**src/hw/rtl/lnds_pkg.sv**
```systemverilog
package lnds_pkg;

    localparam int unsigned VALUE_IN_W = 32;
    localparam int unsigned LENGTH_W   = 7;

    typedef logic signed [VALUE_IN_W-1:0] t_value_in;
    typedef logic [LENGTH_W-1:0]          t_length;

    // Per-cell control driven from the top level.
    typedef struct packed {
        logic accept;
        logic occupied;
        logic at_end;
    } t_cell_ctl;

    // Status that each cell hands back.
    typedef struct packed {
        logic gt;
        logic write;
        logic append;
    } t_cell_sts;

endpackage

```
**src/hw/rtl/lnds_ifs.sv**
```systemverilog
interface lnds_in_if;
    logic                    valid;
    logic                    ready;
    lnds_pkg::t_value_in     value;
    logic                    end_of_sequence;

    modport source (output valid, output value, output end_of_sequence, input ready);
    modport sink   (input valid, input value, input end_of_sequence, output ready);
endinterface

interface lnds_out_if;
    logic                    valid;
    logic                    ready;
    lnds_pkg::t_length       length;
    logic                    final_result;
    logic                    overflow;

    modport source (output valid, output length, output final_result, output overflow,
                    input ready);
    modport sink   (input valid, input length, input final_result, input overflow,
                    output ready);
endinterface

```
**src/hw/rtl/lnds_cell.sv**
```systemverilog
module lnds_cell #(
    parameter int unsigned VALUE_WIDTH = 32
) (
    input  logic                          i_clk,
    input  lnds_pkg::t_cell_ctl           i_ctl,
    input  logic signed [VALUE_WIDTH-1:0] i_key,
    input  logic                          i_prev_gt,
    output lnds_pkg::t_cell_sts           o_sts
);

    logic signed [VALUE_WIDTH-1:0] r_tail;
    logic                          gt;
    logic                          write;

    always_comb begin
        gt    = i_ctl.occupied && (r_tail > i_key);
        write = i_ctl.accept && !i_prev_gt && (gt || i_ctl.at_end);
        o_sts.gt     = gt;
        o_sts.write  = write;
        o_sts.append = i_ctl.at_end && !i_prev_gt;
    end

    always_ff @(posedge i_clk) begin
        if (write) begin
            r_tail <= i_key;
        end
    end

endmodule

```
**src/hw/rtl/longest_nondecreasing_subseq_len.sv**
```systemverilog
// Streaming longest non-decreasing subsequence length.
// Input beats on i_in carry a signed value and an end_of_sequence mark.
// Each input beat yields exactly one output beat on o_out with the current
// length, a copy of the end mark in final_result, and the sticky overflow
// flag of the current sequence.
// The tails live in a row of cells, one tail per cell. Every cell compares
// the incoming value with its own tail in the same cycle and passes the
// result to its right-hand neighbor, so the cell that holds the first
// greater tail, or the first empty cell, takes the value.
// A result is registered and shows on o_out in the cycle after its beat;
// one beat per cycle is sustained: the output register is refilled in the
// cycle it is drained; the input stalls only while a result waits unread.
// Reset clears the tail count, the overflow flag and the output valid.
// After a beat marked end_of_sequence the table starts empty again.
// If the table is full, a value that would extend it is dropped and
// overflow stays high until the end of that sequence.
module longest_nondecreasing_subseq_len #(
    parameter int unsigned TAILS_DEPTH = 64,
    parameter int unsigned VALUE_WIDTH = 32
) (
    input  logic        i_clk,
    input  logic        i_rst_n,
    lnds_in_if.sink     i_in,
    lnds_out_if.source  o_out
);

    localparam int unsigned CW = $clog2(TAILS_DEPTH + 1);

    logic [CW-1:0] r_count;
    logic [CW-1:0] n_count;
    logic          r_ovf_seen;
    logic          n_ovf_seen;
    logic          r_out_valid;
    logic [CW-1:0] r_length;
    logic          r_final;
    logic          r_ovf;

    logic                          accept;
    logic signed [VALUE_WIDTH-1:0] key;
    logic [TAILS_DEPTH-1:0]        gt_vec;
    logic [TAILS_DEPTH-1:0]        wr_vec;
    logic [TAILS_DEPTH-1:0]        app_vec;
    logic                          any_app;
    logic                          ovf_now;
    logic [CW-1:0]                 new_count;

    assign i_in.ready = !r_out_valid || o_out.ready;
    assign accept     = i_in.valid && i_in.ready;

    generate
        if (VALUE_WIDTH <= lnds_pkg::VALUE_IN_W) begin : g_key_trunc
            assign key = i_in.value[VALUE_WIDTH-1:0];
        end else begin : g_key_ext
            assign key = {{(VALUE_WIDTH - lnds_pkg::VALUE_IN_W){i_in.value[lnds_pkg::VALUE_IN_W-1]}},
                          i_in.value};
        end
    endgenerate

    genvar g;
    generate
        for (g = 0; g < TAILS_DEPTH; g++) begin : g_cell
            lnds_pkg::t_cell_ctl ctl;
            lnds_pkg::t_cell_sts sts;
            logic                prev_gt;

            assign ctl.accept   = accept;
            assign ctl.occupied = CW'(g) < r_count;
            assign ctl.at_end   = CW'(g) == r_count;

            if (g == 0) begin : g_first
                assign prev_gt = 1'b0;
            end else begin : g_rest
                assign prev_gt = gt_vec[g-1];
            end

            lnds_cell #(
                .VALUE_WIDTH(VALUE_WIDTH)
            ) u_cell (
                .i_clk     (i_clk),
                .i_ctl     (ctl),
                .i_key     (key),
                .i_prev_gt (prev_gt),
                .o_sts     (sts)
            );

            assign gt_vec[g]  = sts.gt;
            assign wr_vec[g]  = sts.write;
            assign app_vec[g] = sts.append;
        end
    endgenerate

    always_comb begin
        any_app   = |app_vec;
        ovf_now   = (r_count == CW'(TAILS_DEPTH)) && !gt_vec[TAILS_DEPTH-1];
        new_count = any_app ? r_count + CW'(1) : r_count;
        n_count    = r_count;
        n_ovf_seen = r_ovf_seen;
        if (accept) begin
            if (i_in.end_of_sequence) begin
                n_count    = '0;
                n_ovf_seen = 1'b0;
            end else begin
                n_count    = new_count;
                n_ovf_seen = r_ovf_seen || ovf_now;
            end
        end
    end

    always_ff @(posedge i_clk) begin
        if (!i_rst_n) begin
            r_count     <= '0;
            r_ovf_seen  <= 1'b0;
            r_out_valid <= 1'b0;
        end else begin
            r_count    <= n_count;
            r_ovf_seen <= n_ovf_seen;
            if (accept) begin
                r_out_valid <= 1'b1;
            end else if (o_out.ready) begin
                r_out_valid <= 1'b0;
            end
        end
    end

    always_ff @(posedge i_clk) begin
        if (accept) begin
            r_length <= new_count;
            r_final  <= i_in.end_of_sequence;
            r_ovf    <= r_ovf_seen || ovf_now;
        end
    end

    generate
        if (CW >= lnds_pkg::LENGTH_W) begin : g_len_trunc
            assign o_out.length = r_length[lnds_pkg::LENGTH_W-1:0];
        end else begin : g_len_ext
            assign o_out.length = {{(lnds_pkg::LENGTH_W - CW){1'b0}}, r_length};
        end
    endgenerate

    assign o_out.valid        = r_out_valid;
    assign o_out.final_result = r_final;
    assign o_out.overflow     = r_ovf;

    a_count_range: assert property (@(posedge i_clk) disable iff (!i_rst_n)
        r_count <= CW'(TAILS_DEPTH))
        else $error("tail count exceeds table depth");

    a_one_writer: assert property (@(posedge i_clk) disable iff (!i_rst_n)
        $onehot0(wr_vec))
        else $error("more than one cell written by one beat");

    a_ovf_full: assert property (@(posedge i_clk) disable iff (!i_rst_n)
        r_ovf_seen |-> (r_count == CW'(TAILS_DEPTH)))
        else $error("overflow flagged while table not full");

    a_eos_clear: assert property (@(posedge i_clk) disable iff (!i_rst_n)
        (accept && i_in.end_of_sequence) |=> (r_count == '0 && !r_ovf_seen))
        else $error("table not cleared after end of sequence");

    a_write_on_accept: assert property (@(posedge i_clk) disable iff (!i_rst_n)
        (accept && !ovf_now) |-> $onehot(wr_vec))
        else $error("accepted beat wrote no cell without overflow");

endmodule
```
**src/flat_wrapper.sv**
```systemverilog
// flat-port wrapper written by rule: the top's interface ports become plain ports
module longest_nondecreasing_subseq_len_flat 
#(
    parameter int unsigned TAILS_DEPTH = 64,
    parameter int unsigned VALUE_WIDTH = 32
)
  (i_clk, i_rst_n, i_in_valid, i_in_value, i_in_end_of_sequence, i_in_ready, o_out_valid, o_out_length, o_out_final_result, o_out_overflow, o_out_ready);
  lnds_in_if i_in_i ();
  lnds_out_if o_out_i ();
  input  logic i_clk;
  input  logic i_rst_n;
  input wire logic [$bits(i_in_i.valid)-1:0] i_in_valid;
  input wire logic [$bits(i_in_i.value)-1:0] i_in_value;
  input wire logic [$bits(i_in_i.end_of_sequence)-1:0] i_in_end_of_sequence;
  output wire logic [$bits(i_in_i.ready)-1:0] i_in_ready;
  output wire logic [$bits(o_out_i.valid)-1:0] o_out_valid;
  output wire logic [$bits(o_out_i.length)-1:0] o_out_length;
  output wire logic [$bits(o_out_i.final_result)-1:0] o_out_final_result;
  output wire logic [$bits(o_out_i.overflow)-1:0] o_out_overflow;
  input wire logic [$bits(o_out_i.ready)-1:0] o_out_ready;
  assign i_in_i.valid = i_in_valid;
  assign i_in_i.value = i_in_value;
  assign i_in_i.end_of_sequence = i_in_end_of_sequence;
  assign i_in_ready = i_in_i.ready;
  assign o_out_valid = o_out_i.valid;
  assign o_out_length = o_out_i.length;
  assign o_out_final_result = o_out_i.final_result;
  assign o_out_overflow = o_out_i.overflow;
  assign o_out_i.ready = o_out_ready;
  longest_nondecreasing_subseq_len #(.TAILS_DEPTH(TAILS_DEPTH), .VALUE_WIDTH(VALUE_WIDTH)) u_core (.i_clk(i_clk), .i_rst_n(i_rst_n), .i_in(i_in_i), .o_out(o_out_i));
endmodule
```
**config.mk**
```make
export PLATFORM = sky130hd
export DESIGN_NAME = longest_nondecreasing_subseq_len_flat
export DESIGN_NICKNAME = d
export VERILOG_FILES = /design/src/hw/rtl/lnds_pkg.sv /design/src/hw/rtl/lnds_ifs.sv /design/src/hw/rtl/lnds_cell.sv /design/src/hw/rtl/longest_nondecreasing_subseq_len.sv /design/src/flat_wrapper.sv
export SDC_FILE = /design/constraint.sdc
export NUM_CORES = 2
export LEC_CHECK = 0
export BUFFER_PORTS_ARGS = -buffer_cell sky130_fd_sc_hd__buf_2
export CAP_MARGIN = 20
export CORE_MARGIN = 3
export CORE_UTILIZATION = 50
export DETAILED_ROUTE_END_ITERATION = 12
export GPL_ROUTABILITY_DRIVEN = 0
export PLACE_DENSITY_LB_ADDON = 0.15
export SYNTH_ARGS = -nofsm -noshare
export SYNTH_HDL_FRONTEND = slang
export SYNTH_SLANG_ARGS = --single-unit
```
**constraint.sdc**
```tcl
create_clock -name i_clk -period 10.11 [get_ports i_clk]
set_input_delay 1.011 -clock i_clk [delete_from_list [all_inputs] [get_ports i_clk]]
set_output_delay 1.011 -clock i_clk [all_outputs]
set_load 0.05 [all_outputs]
```
==> flow_summary.json <==
{
  "cts_inserted_buffers": 221,
  "hp-class": "in2reg",
  "timing.critical_path.from": "i_in_value[30]",
  "resized_cells_post_cts": 0,
  "die_y_um": 475,
  "report.final.slew_viol_count": 0,
  "number_of_standard_cell_rows_in_the_floorplan": 171,
  "finalWorstPathRequiredPeriod_ns": 7.41,
  "final.setup_skew_ns": 0.0365,
  "cp.arrival_ns": 8.05,
  "mappedNetlistArea_um2": 110000,
  "place.port_buffers": 47,
  "outcome": "completed",
  "cts.root.buffer_cell": "sky130_fd_sc_hd__clkbuf_16",
  "relSlewSlack_pct": 13.5,
  "synthesis.instances": 8033,
  "die_area_um2": 226000,
  "die-width_um": 475,
  "fin_tns_setup_ns": 0,
  "cts.path.max_buffers": 3,
  "worst-slew-pin-transition_ns": 1.29,
  "antenna_found_initial": 33,
  "pwr_density_cell_nw_per_um2": 155,
  "worstReg2RegStart": "u_core.r_count[6]$_SDFFE_PN0P_",
  "synthDistinctLibCells": 80,
  "min-delay-start": "i_in_valid",
  "drive_above_1_share_pct": 7.50,
  "drt_pass1_iterations": 6,
  "critPathRequiredTime_ns": 10.75,
  "final_common_cell": "sky130_fd_sc_hd__edfxtp_1",
  "preCtsSetupSlack_ns": 2.30,
  "cellLeakagePower_nw": 46.8,
  "finalHoldViolCount": 0,
  "post_cts_buffers": 0,
  "layout-area-overhead-vs-synth_pct": 11.7,
  "net_count_after_synthesis": 10122,
  "clkTransAtPathRegs_ns": 0.06,
  "most-common-layout-cells": "sky130_fd_sc_hd__edfxtp_1 (2057), sky130_fd_sc_hd__ha_1 (2052), sky130_fd_sc_hd__a21oi_1 (828)",
  "crit_fanout": 34,
  "startpoint_type": "input port",
  "yosys_warnings": 0,
  "critPathKind": "in2reg",
  "synth_area_per_cell_um2": 13.7,
  "top_cell_type_s_share_of_synthesized_area_pct": 56.1,
  "fin_ws_ns": 2.70,
  "area_contributors_post_synth": "sky130_fd_sc_hd__edfxtp_1 (56%), sky130_fd_sc_hd__ha_1 (23%), sky130_fd_sc_hd__a21oi_1 (3.9%)",
  "drt-total-wl_um": 379000,
  "gr-total-overflow": 0,
  "final_min_period_over_clock_period_pct": 73.3,
  "synth_sequential_area_ratio_pct": 56.2,
  "grt_first_pass_wirelength_um": 534000,
  "wl_per_cell_um": 32.9,
  "worstSetupEndpointType": "flop",
  "clock_sinks": 2066,
  "yosysTopAreaCell": "sky130_fd_sc_hd__edfxtp_1",
  "ios": 48,
  "core_area_um2": 218000,
  "rsz0062_at_grt": "false",
  "ys_dominant_reg_cell": "sky130_fd_sc_hd__edfxtp_1",
  "grt_pass1_vias": 75420,
  "first_iter_violations": 10410,
  "floorplan.initialDensity_pct": 50.5,
  "worstSkewPairLatency_ns": 0.89,
  "nets": 10538,
  "vias": 78111,
  "cts_tree": "built",
  "hpwl_um": 234000,
  "post_drt_via_cell_ratio": 6.79,
  "cts_hold_buf": 0,
  "drcViolationCount": 0,
  "grt_usage_pct": 33.1,
  "ys_seq_elements": 2066,
  "grt_start_max_net_pins": 66,
  "postSynth.asyncResetShare_pct": 0,
  "vdd.ir_drop.worst_mv": 0.174,
  "synth_edf_count": 2057,
  "finalSetupViolations": 0,
  "max_clock_freq_mhz": 135,
  "postRouteAntennaNets": 0,
  "cts_htree_levels": 4,
  "drv_cap": 0
}
[Yosys cell counts (27+ instances only)]
cell type / instances
sky130_fd_sc_hd__a21boi_0: 58
sky130_fd_sc_hd__a221oi_1: 49
sky130_fd_sc_hd__o31ai_1: 39
sky130_fd_sc_hd__o21ai_0: 214
sky130_fd_sc_hd__o211ai_1: 97
sky130_fd_sc_hd__clkbuf_1: 34
sky130_fd_sc_hd__ha_1: 2052
sky130_fd_sc_hd__a31oi_1: 49
sky130_fd_sc_hd__inv_1: 140
sky130_fd_sc_hd__a21oi_1: 850
sky130_fd_sc_hd__o31a_1: 28
sky130_fd_sc_hd__nand3_1: 313
sky130_fd_sc_hd__nor2_1: 153
sky130_fd_sc_hd__and4_1: 69
sky130_fd_sc_hd__or4_1: 27
sky130_fd_sc_hd__a211oi_1: 60
sky130_fd_sc_hd__a2111oi_0: 35
sky130_fd_sc_hd__nand4_1: 449
sky130_fd_sc_hd__nor3_1: 85
sky130_fd_sc_hd__nor2b_1: 79
sky130_fd_sc_hd__nand2_1: 419
sky130_fd_sc_hd__nor4_1: 107
sky130_fd_sc_hd__a21o_1: 157
sky130_fd_sc_hd__edfxtp_1: 2057
[cells by family after synthesis]
group | count (synthesis) | synth area share (%)
XOR/XNOR | 22 | 0.175
AND/OR/NAND/NOR | 1887 | 9.31
AO/OA/AOI/OAI | 1820 | 10.3
flip-flops | 2066 | 56.2
buffers and inverters | 185 | 0.645
adder cells (fa/ha/maj) | 2052 | 23.3
multiplexers | 1 | 0.0136
[where the power goes]
| part | total [mW] | switching, mW | internal, mW |
|---|---|---|---|
| combinational | 1.64 | 1.19 | 0.450 |
| sequential | 9.45 | 0.0113 | 9.44 |
| clock | 7.94 | 3.47 | 4.47 |
[flip-flops by register name, summed over array words and instances (netlist names)]
register,count
u_core.o_out.length,7
u_core.r_count,7
u_core.o_out.valid,1
u_core.o_out.overflow,1
u_core.r_ovf_seen,1
u_core.o_out.final_result,1
u_core.g_cell.u_cell.r_tail,2048
[through the flow]
stage	power [mW]	instance area (um^2)	util, %	hold slack [ns]	instances
after CTS	19.1	123000	56.3	0.333	11473
after global placement	11.2	116000	53.1	0.529	11066
after floorplan	10.4	110000	-	0.496	8033
after detailed placement	11.2	116000	53.2	0.546	11071
after global routing	19.5	123000	56.4	0.382	11484
final	19.0	123000	56.4	0.397	11498
[area by class of cell]
type / instances / area (um^2)
clock inverters: 124 / 1100
well taps: 2854 / 3570
flip-flops and latches: 2066 / 62000
multi-input cells: 5782 / 47900
inverters: 140 / 681
fillers: 17175 / 95000
diodes: 16 / 40.0
clock buffers: 278 / 5830
repair buffers: 238 / 1930
[critical path, stage by stage]
cell,delay [ns]
sky130_fd_sc_hd__buf_4,0.56
sky130_fd_sc_hd__inv_6,0.41
sky130_fd_sc_hd__buf_4,0.50
sky130_fd_sc_hd__ha_1,0.45
sky130_fd_sc_hd__nand4_1,0.16
sky130_fd_sc_hd__nor4_1,0.55
sky130_fd_sc_hd__nand2b_1,0.14
sky130_fd_sc_hd__a21oi_1,0.26
sky130_fd_sc_hd__nor4_1,0.08
sky130_fd_sc_hd__nor3b_1,1.04
sky130_fd_sc_hd__o21ai_0,0.26
sky130_fd_sc_hd__nor4_1,0.88
sky130_fd_sc_hd__nand4_1,0.61
sky130_fd_sc_hd__or2_1,0.56
sky130_fd_sc_hd__mux2_4,0.35
[routing by layer]
| layer | track usage, % | vias to the layer above | routed length, um | part of all wire [%] |
|---|---|---|---|---|
| met5 | 0 | - | 73 | 0.019 |
| met4 | 17.7 | 12 | 23400 | 6.2 |
| met3 | 6.47 | 1052 | 38500 | 10 |
| met2 | 51.0 | 4402 | 167000 | 44 |
| met1 | 44.3 | 38965 | 149000 | 39 |
| li1 | - | 33680 | - | - |
[path summary, 6_finish.rpt]
kind	endpoint	slack (ns)	depth (start not counted)
worst max-delay path	u_core.o_out.length[2]$_DFFE_PP_	2.70	15
worst min-delay path	u_core.o_out.valid$_SDFFE_PN0P_	0.40	3
worst max register to register	u_core.o_out.length[2]$_DFFE_PP_	4.06	9
worst min register to register	u_core.o_out.valid$_SDFFE_PN0P_	0.55	2
Note: power is estimated with default switching activity, not from simulation.
